File: config.mk
export PLATFORM = sky130hd
export DESIGN_NAME = binary_to_decimal_grouped_text
export DESIGN_NICKNAME = d
export VERILOG_FILES = /design/src/rtl/bdgt_pkg.sv /design/src/rtl/bdgt_dabble.sv /design/src/rtl/bdgt_emit.sv /design/src/rtl/binary_to_decimal_grouped_text.sv
export SDC_FILE = /design/constraint.sdc
export NUM_CORES = 1
export LEC_CHECK = 0
export BUFFER_PORTS_ARGS = -buffer_cell sky130_fd_sc_hd__buf_2
export CORE_MARGIN = 2
export CORE_UTILIZATION = 45
export CTS_BUF_LIST = sky130_fd_sc_hd__clkbuf_2
export CTS_CLUSTER_DIAMETER = 30
export CTS_CLUSTER_SIZE = 30
export DETAILED_ROUTE_END_ITERATION = 8
export GPL_ROUTABILITY_DRIVEN = 1
export HOLD_SLACK_MARGIN = 0.06
export PLACE_DENSITY = 0.59
export REMOVE_ABC_BUFFERS = 1
export SLEW_MARGIN = 20
export SYNTH_ARGS = -nofsm -noshare
export SYNTH_HDL_FRONTEND = slang
export SYNTH_HIERARCHICAL = 1
export SYNTH_SLANG_ARGS = --single-unit
File: constraint.sdc
create_clock -name clk -period 17.7 [get_ports clk]
set_input_delay 1.77 -clock clk [delete_from_list [all_inputs] [get_ports clk]]
set_output_delay 1.77 -clock clk [all_outputs]
set_load 0.05 [all_outputs]
File: src/rtl/bdgt_pkg.sv
// Shared constants, types and states for the decimal text renderer.
package bdgt_pkg;

  localparam int VALUE_WIDTH  = 64;
  localparam int VALUE_BITS_D = 64;
  localparam int MAX_DIGITS   = 20;
  localparam int DIGIT_BITS   = 4;
  localparam int BCD_BITS     = MAX_DIGITS * DIGIT_BITS;
  localparam int POS_BITS     = $clog2(MAX_DIGITS);
  localparam int GROUP_SIZE   = 3;

  localparam logic [7:0] DEFAULT_SEP = 8'd44;  // ','
  localparam logic [7:0] ASCII_ZERO  = 8'd48;  // '0'

  localparam logic [POS_BITS-1:0] TOP_POS = POS_BITS'(MAX_DIGITS - 1);
  localparam logic [1:0]          TOP_MOD = 2'((MAX_DIGITS - 1) % GROUP_SIZE);

  // Converter to emitter handoff.
  typedef struct packed {
    logic                done;
    logic [BCD_BITS-1:0] bcd;
  } bdgt_bcd_t;

  typedef enum logic [1:0] {
    EM_IDLE,
    EM_DIGIT,
    EM_SEP
  } em_state_t;

endpackage

File: src/rtl/bdgt_dabble.sv
// Bit-serial binary to BCD converter (shift and add-3), one input bit per cycle.
module bdgt_dabble
  import bdgt_pkg::*;
#(
  parameter int VALUE_BITS = VALUE_BITS_D
) (
  input  logic                  clk,
  input  logic                  rst,
  input  logic                  start,
  input  logic [VALUE_BITS-1:0] value,
  output logic                  busy,
  output bdgt_bcd_t             conv
);

  localparam int CNT_BITS = $clog2(VALUE_BITS + 1);

  logic [VALUE_BITS-1:0] bin;
  logic [BCD_BITS-1:0]   bcd;
  logic [BCD_BITS-1:0]   bcd_adj;
  logic [CNT_BITS-1:0]   cnt;
  logic                  done;

  // Correct every digit of 5 or more before the shift.
  always_comb begin
    for (int i = 0; i < MAX_DIGITS; i++) begin
      if (bcd[i*DIGIT_BITS +: DIGIT_BITS] >= 4'd5) begin
        bcd_adj[i*DIGIT_BITS +: DIGIT_BITS] = bcd[i*DIGIT_BITS +: DIGIT_BITS] + 4'd3;
      end else begin
        bcd_adj[i*DIGIT_BITS +: DIGIT_BITS] = bcd[i*DIGIT_BITS +: DIGIT_BITS];
      end
    end
  end

  always_ff @(posedge clk) begin
    if (rst) begin
      busy <= 1'b0;
      done <= 1'b0;
      cnt  <= '0;
    end else begin
      done <= 1'b0;
      if (start) begin
        busy <= 1'b1;
        cnt  <= CNT_BITS'(VALUE_BITS);
      end else if (busy) begin
        cnt <= cnt - CNT_BITS'(1);
        if (cnt == CNT_BITS'(1)) begin
          busy <= 1'b0;
          done <= 1'b1;
        end
      end
    end
  end

  always_ff @(posedge clk) begin
    if (start) begin
      bin <= value;
      bcd <= '0;
    end else if (busy) begin
      bin <= bin << 1;
      bcd <= {bcd_adj[BCD_BITS-2:0], bin[VALUE_BITS-1]};
    end
  end

  assign conv.done = done;
  assign conv.bcd  = bcd;

endmodule

File: src/rtl/bdgt_emit.sv
// Digit-serial text emitter: skips leading zeros, inserts separators, output register.
module bdgt_emit
  import bdgt_pkg::*;
(
  input  logic       clk,
  input  logic       rst,
  input  bdgt_bcd_t  conv,
  input  logic [7:0] sep,
  output logic       busy,
  output logic       out_valid,
  input  logic       out_stall,
  output logic [7:0] text_char,
  output logic       last_char
);

  em_state_t state, state_next;

  logic [BCD_BITS-1:0] digits, digits_next;
  logic [POS_BITS-1:0] pos, pos_next;
  logic [1:0]          pos_mod, pos_mod_next;
  logic                started, started_next;
  logic                out_valid_next;
  logic                load;
  logic [7:0]          char_next;
  logic                last_next;
  logic                load_ok;
  logic [3:0]          top_digit;

  assign top_digit = digits[BCD_BITS-1 -: DIGIT_BITS];
  assign load_ok   = !out_valid || !out_stall;
  assign busy      = (state != EM_IDLE);

  always_comb begin
    state_next     = state;
    digits_next    = digits;
    pos_next       = pos;
    pos_mod_next   = pos_mod;
    started_next   = started;
    out_valid_next = out_valid && out_stall;
    load           = 1'b0;
    char_next      = ASCII_ZERO + {4'b0, top_digit};
    last_next      = 1'b0;
    case (state)
      EM_IDLE: begin
        if (conv.done) begin
          digits_next  = conv.bcd;
          pos_next     = TOP_POS;
          pos_mod_next = TOP_MOD;
          started_next = 1'b0;
          state_next   = EM_DIGIT;
        end
      end
      EM_DIGIT: begin
        if (!started && top_digit == 4'd0 && pos != '0) begin
          // leading zero, drop it
          digits_next  = digits << DIGIT_BITS;
          pos_next     = pos - POS_BITS'(1);
          pos_mod_next = (pos_mod == 2'd0) ? 2'd2 : pos_mod - 2'd1;
        end else if (load_ok) begin
          load           = 1'b1;
          out_valid_next = 1'b1;
          last_next      = (pos == '0);
          started_next   = 1'b1;
          if (pos == '0) begin
            state_next = EM_IDLE;
          end else begin
            digits_next  = digits << DIGIT_BITS;
            pos_next     = pos - POS_BITS'(1);
            pos_mod_next = (pos_mod == 2'd0) ? 2'd2 : pos_mod - 2'd1;
            state_next   = (pos_mod == 2'd0) ? EM_SEP : EM_DIGIT;
          end
        end
      end
      EM_SEP: begin
        if (load_ok) begin
          load           = 1'b1;
          out_valid_next = 1'b1;
          char_next      = sep;
          state_next     = EM_DIGIT;
        end
      end
      default: begin
        state_next = EM_IDLE;
      end
    endcase
  end

  always_ff @(posedge clk) begin
    if (rst) begin
      state     <= EM_IDLE;
      out_valid <= 1'b0;
    end else begin
      state     <= state_next;
      out_valid <= out_valid_next;
    end
  end

  always_ff @(posedge clk) begin
    digits  <= digits_next;
    pos     <= pos_next;
    pos_mod <= pos_mod_next;
    started <= started_next;
    if (load) begin
      text_char <= char_next;
      last_char <= last_next;
    end
  end

endmodule

File: src/rtl/binary_to_decimal_grouped_text.sv
// Operation: bit-serial conversion, a handoff to the emitter, then the emitter
//   skips leading zero digits (up to 19) and sends one character at a time.
// Input: one number at a time; the shift-and-add-3 converter and the emitter
//   stall it until the final character of the last number has been loaded.
// Reset (rst, synchronous): both units idle, output empty, separator back to ','.
// Top level: decimal text renderer with thousands grouping.
module binary_to_decimal_grouped_text
  import bdgt_pkg::*;
#(
  parameter int VALUE_BITS = VALUE_BITS_D
) (
  input  logic                   clk,
  input  logic                   rst,
  // input channel
  input  logic                   in_valid,
  output logic                   in_stall,
  input  logic [VALUE_WIDTH-1:0] value,
  // output channel, one item per character
  output logic                   out_valid,
  input  logic                   out_stall,
  output logic [7:0]             text_char,
  output logic                   last_char,
  // separator register write
  input  logic                   cfg_write,
  input  logic [7:0]             cfg_data
);

  logic       group_separator;
  logic [7:0] sep_reg;
  logic [7:0] sep_eff;
  logic       in_accept;
  logic       conv_busy;
  logic       em_busy;
  bdgt_bcd_t  conv;

  // Separator register; zero means "use the default ','".
  always_ff @(posedge clk) begin
    if (rst) begin
      sep_reg <= DEFAULT_SEP;
    end else if (cfg_write) begin
      sep_reg <= cfg_data;
    end
  end

  assign group_separator = (sep_reg != 8'd0);
  assign sep_eff         = group_separator ? sep_reg : DEFAULT_SEP;

  // One number in flight: hold off while converting, handing off or emitting.
  // A finished last character waiting in the output register does not block.
  assign in_stall  = conv_busy || conv.done || em_busy;
  assign in_accept = in_valid && !in_stall;

  bdgt_dabble #(
    .VALUE_BITS(VALUE_BITS)
  ) u_dabble (
    .clk   (clk),
    .rst   (rst),
    .start (in_accept),
    .value (value[VALUE_BITS-1:0]),
    .busy  (conv_busy),
    .conv  (conv)
  );

  bdgt_emit u_emit (
    .clk       (clk),
    .rst       (rst),
    .conv      (conv),
    .sep       (sep_eff),
    .busy      (em_busy),
    .out_valid (out_valid),
    .out_stall (out_stall),
    .text_char (text_char),
    .last_char (last_char)
  );

`ifndef SYNTHESIS
  // Handoff only reaches an idle emitter.
  a_handoff_idle: assert property (@(posedge clk) disable iff (rst)
    conv.done |-> !em_busy)
    else $error("conversion finished while emitter busy");

  // An accepted item starts the converter.
  a_accept_starts: assert property (@(posedge clk) disable iff (rst)
    in_accept |=> conv_busy)
    else $error("accepted item did not start conversion");

  // The emitter only goes idle by loading the final character of a number.
  a_last_done: assert property (@(posedge clk) disable iff (rst)
    $fell(em_busy) |-> (out_valid && last_char))
    else $error("emitter went idle without a final character");

  // Output is empty right after reset.
  a_reset_empty: assert property (@(posedge clk)
    rst |=> !out_valid)
    else $error("output valid after reset");
`endif

endmodule

; ---- After elaboration in Yosys (flattened, before gate mapping)
; Index checks and enable logic that the tools add are counted.
[totals]
latchBits = 0
mem_bits_rw = 0
regBits = 261
rom_bits = 0
wordCells = 160
n_memories = 0
[op_classes]
reduce_logical = 26
add_sub_neg = 24
muxes = 63
n_eq_ne = 9
n_shift = 0
magnitude_cmp = 20
bitwise = 3
multipliers = 0
div_mod_pow = 0
[ops]
columns = op, n
row1 = 80-bit 2-to-1 mux, 4
row2 = 80-bit case mux with 2 select lines, 1
row3 = 64-bit 2-to-1 mux, 2
row4 = "4-bit by 3-bit >= comparator with 1-bit output, second input constant", 20
row5 = "4-bit by 2-bit adder with 4-bit output, second input constant", 19
row6 = 4-bit 2-to-1 mux, 19
row7 = 8-bit 2-to-1 mux, 3
row8 = 2-bit 2-to-1 mux, 10
row9 = 5-bit 2-to-1 mux, 4
row10 = 7-bit 2-to-1 mux, 2
row11 = 4-bit AND reduction, 3
row12 = 1-bit 2-to-1 mux, 11
row13 = 5-bit case mux with 2 select lines, 1
row14 = 8-bit nonzero test, 1
row15 = "6-bit by 4-bit adder with 7-bit output, first input constant", 1
row16 = "7-bit by 1-bit == test with 1-bit output, second input constant", 1
row17 = "7-bit by 1-bit subtractor with 7-bit output, second input constant", 1
row18 = 1-bit case mux with 2 select lines, 3
row19 = 2-bit case mux with 3 select lines, 1
row20 = 2-bit nonzero test, 3
row21 = 3-bit OR reduction, 2
row22 = 5-bit logical NOT, 1
row23 = 5-bit nonzero test, 1
row24 = "5-bit by 1-bit subtractor with 5-bit output, second input constant", 1
row25 = 17 further kinds, 30

; ---- Longest topological paths before layout
[logic_depth]
depth_word = 6
mapped_depth = 11

; ---- By module
; Netlist, hierarchy kept.
[by_module_without_submodules]
columns = module, area_each_um2, cells_per_inst, instances, seq_area_each_um2
row1 = bdgt_dabble, 7945.1, 773, 1, 3703.6
row2 = bdgt_emit, 4326.6, 257, 1, 2972.9
row3 = binary_to_decimal_grouped_text, 364.1, 41, 1, 160.2

; ---- Worst setup path before layout
; No wires, ideal clock.
[synth_path]
path_kind = input -> register
start = input port out_stall
end = register u_emit.digits[0], enable pin
arrival_time_ns = 6.262
required_ns = 17.139
path_slack_ns = 10.877
cell_stages = 3
n_path_buf = 0
setup_ns = 0.561
cell_sequence = nand2_1 o21ai_0 a21oi_1
[synth_between]
elab_chain_cells = 4
[synth_rtl]
columns = item, line_no
row1 = from (decl), binary_to_decimal_grouped_text.sv:20  ; input logic out_stall,
row2 = 1-bit logical NOT, bdgt_emit.sv:30  ; assign load_ok = !out_valid || !out_stall;
row3 = 1-bit logical OR, bdgt_emit.sv:30
row4 = 3-bit by 1-bit inequality test with 1-bit output (no line), --
row5 = 4-bit AND reduction (no line), --
row6 = to (signal assigned), bdgt_emit.sv:99  ; digits <= digits_next;
row7 = to (decl), bdgt_emit.sv:18  ; logic [BCD_BITS-1:0] digits, digits_next;
; No other way between the ends.
; A chain may end at the register's enable or synchronous reset.

; ---- Worst setup path in the final report
[layout_path]
start = register u_dabble.busy
end = output port in_stall
[layout_between]
elab_chain_cells = 2
[layout_rtl]
columns = item, line_no
row1 = from (decl), bdgt_dabble.sv:11  ; output logic busy,
row2 = from (signal assigned), bdgt_dabble.sv:36  ; busy <= 1'b0;
row3 = from (signal assigned), bdgt_dabble.sv:42  ; busy <= 1'b1;
row4 = from (signal assigned), bdgt_dabble.sv:47  ; busy <= 1'b0;
row5 = 1-bit logical OR (2 in a row), binary_to_decimal_grouped_text.sv:50  ; assign in_stall = conv_busy || conv.done || em_busy;
row6 = to (decl), binary_to_decimal_grouped_text.sv:16  ; output logic in_stall,
; No other way between the ends.

==> flow_summary.json <==
{
  "outcome": "finished clean",
  "synth_seq_cells": 261,
  "firstDrtPassIters": 5,
  "hold_end": "u_dabble/bcd[0]$_SDFFE_PP0P_",
  "r2r-end": "u_dabble/bin[55]$_DFFE_PP_",
  "yosysTopAreaCell": "edfxtp_1",
  "hold-path-cell-count": 2,
  "drt_wl_total_mm": 22.79,
  "reg2regPathDepth": 9,
  "slew_viol_final": 0,
  "end_kind": "output pin",
  "r2r_start": "u_emit/state[1]$_SDFFE_PP0P_",
  "crit_arrival_ps": 2310,
  "clock-skew-final_ps": 86.73,
  "final_antenna_net_count": 0,
  "grt_pass1_wl_mm": 38.21,
  "die_h_um": 171.6,
  "root_buffer": "clkbuf_2",
  "die-area_um2": 29440,
  "period_share_pct": 23.05,
  "syn_inst": 1071,
  "grt_max_degree": 170,
  "cts-buffers-inserted": 59,
  "yosys.area_share.simple_pct": 8.040,
  "synth_fa_ha_area_share_pct": 4.852,
  "die_w_um": 171.6,
  "hold_path_class": "reg -> reg",
  "dp.cells": 1484,
  "setup_violations": 0,
  "crit_fanout": 81,
  "holdBufCountCts": 0,
  "maxSlewHeadroom_pct": 28.74,
  "core_area_um2": 27710,
  "rows": 61,
  "synth-edff-count": 161,
  "io_buffer_count": 87,
  "route.detailed.drc": 0,
  "cellPowerDensity_nw_per_um2": 135.2,
  "rsz0062_at_grt": "no",
  "cts_tree": "yes",
  "fin_tns_setup_ps": 0,
  "finalNetCount": 1293,
  "crit_required_ps": 15930,
  "h-tree-depth": 2,
  "clock-sinks": 261,
  "dr_wl_met2_mm": 10.33,
  "drt_iter0_drc": 393,
  "p_leak_nw": 5.121,
  "layout_commonest_cell": "edfxtp_1",
  "wl_met3_mm": 1.324,
  "total_power_mw": 1.912,
  "drive_above_1_share_pct": 30.24,
  "n_fill_cell": 2489,
  "path_class": "reg -> out",
  "synth_cell_type_count": 57,
  "io_pins": 88,
  "vias": 8447,
  "max-cap-violations": 0,
  "synth_top_flop_cell": "edfxtp_1",
  "area_growth_pct": 11.96,
  "synth_top_family_by_area": "compound AO/OA/AOI/OAI gates",
  "dr.max_layer_used": "met4",
  "overflow": 0,
  "gp_congestion": 0.7516,
  "postSynthAreaPerCell_um2": 11.80,
  "synth_compound_area_share_pct": 13.78,
  "grt_pass1_vias": 8013,
  "dpl.hpwl_mm": 13.62,
  "post_drt_wl_per_cell_um": 14.27,
  "clkTransAtPathRegs_ps": 130,
  "yosysSeqAreaShare_pct": 54.10,
  "syn_area_um2": 12640,
  "critical_path.startpoint_type": "flop",
  "synth_area_leaders": "edfxtp_1 38%, dfxtp_1 16%, mux2_2 13%",
  "tightest_slew_ps": 1069,
  "yosys-mux-area-fraction_pct": 13.46,
  "clock_tree.buffer_depth": 3,
  "async_reset_ff_share_pct": 0,
  "m1WireLength_mm": 10.70,
  "layout_common_cells": "161 x edfxtp_1, 143 x mux2_2, 99 x dfxtp_1, 88 x inv_1, 87 x buf_2",
  "cts_resized": 0,
  "vias_per_cell": 5.289,
  "synthXorXnorAreaFrac_pct": 0.6238,
  "irDropWorstVdd_mv": 0.09517,
  "antenna_found_initial": 1,
  "clk_latency_ps": 880,
  "rrSetupSlack_ps": 14390,
  "final_cells": 1597,
  "initial_core_util_pct": 45.61,
  "fmax_mhz": 245.1,
  "post_cts_buffers": 0,
  "min-delay-start": "u_dabble/bin[63]$_DFFE_PP_",
  "fin_crit_ps": 4079,
  "finalHoldViolCount": 0,
  "synth-warning-count": 6,
  "track_usage_pct": 15.59,
  "synth.top_cell.area_share_pct": 38.26,
  "top_regs": "u_dabble/bcd: 80 flops, u_emit/digits: 80 flops, u_dabble/bin: 64 flops"
}
==> area by class of cell <==
class / count / area [um2] / share of cell area (%)
Clock inverter: 46 / 485.5 / 3.432
Clock buffer: 65 / 325.3 / 2.299
Multi-Input combinational cell: 662 / 5184 / 36.64
Sequential cell: 261 / 6840 / 48.35
Tap cell: 378 / 473.0 / 3.343
Inverter: 89 / 334.1 / 2.361
Timing Repair Buffer: 94 / 500.5 / 3.538
Antenna cell: 2 / 5.005 / 0.03538
==> stage by stage <==
stage	instance area, um2	hold slack, ps	util, %	worst slack (ps)
CTS	14140	489.8	51.05	13490
finish	14150	480.2	51.06	13620
floorplan	12320	442.2	-	5833
global route	14150	521.5	51.06	13400
global placement	13330	469.0	48.12	13470
detailed placement	13330	473.6	48.12	13430
==> power by group <==
part / switching (mW) / total (mW) / internal, mW
clock: 0.267 / 0.517 / 0.250
combinational: 0.254 / 0.479 / 0.225
sequential: 0.104 / 0.916 / 0.812
total: 0.626 / 1.91 / 1.29
==> kinds of logic (layout without fill, tap and decap cells) <==
family,Yosys count,after routing
DFF,261,261
AOI/OAI and AO/OA,259,259
and+or+nand+nor,193,193
muxes,152,152
buffers and inverters,148,294
adders and majority gates,49,49
xor gates and xnor gates,9,9
other,0,2
==> cells in the mapped netlist, drive strengths merged (6+ instances only) <==
cell    instances
buf            36
nand2          45
inv            89
mux2          143
a221oi         12
ha             49
nand4          18
clkbuf         22
o32ai          18
nor3           25
o22a           17
nand3          22
or3            17
a311o          18
nor2           28
a21oi          78
o21ai          80
a311oi          6
o22ai          17
edfxtp        161
nor2b           7
nand2b          6
mux2i           9
dfxtp         100
==> worst max-delay path: stages (launching register included) <==
cell	delay (ps)
dfxtp_4	900
or3_1	290
buf_2	300
==> worst max-delay path by stage <==
stage / from / to / slack (ps)
after global placement: in_valid / u_dabble/bin[60]$_DFFE_PP_ / 13470
after floorplan: u_dabble/busy$_SDFF_PP0_ / u_dabble/bin[0]$_SDFFCE_PN0P_ / 5830
after detailed placement: in_valid / u_dabble/bin[60]$_DFFE_PP_ / 13430
after global routing: u_dabble/busy$_SDFF_PP0_ / in_stall / 13400
final: u_dabble/busy$_SDFF_PP0_ / in_stall / 13620
after CTS: u_dabble/busy$_SDFF_PP0_ / in_stall / 13490
==> per-layer routing <==
metal,vias to the layer above,track usage [%]
li1,4253,-
met1,3937,21.15
met2,204,24.22
met3,53,3.912
met4,0,5.601
met5,-,0
Power figures use the tool's default switching activity.
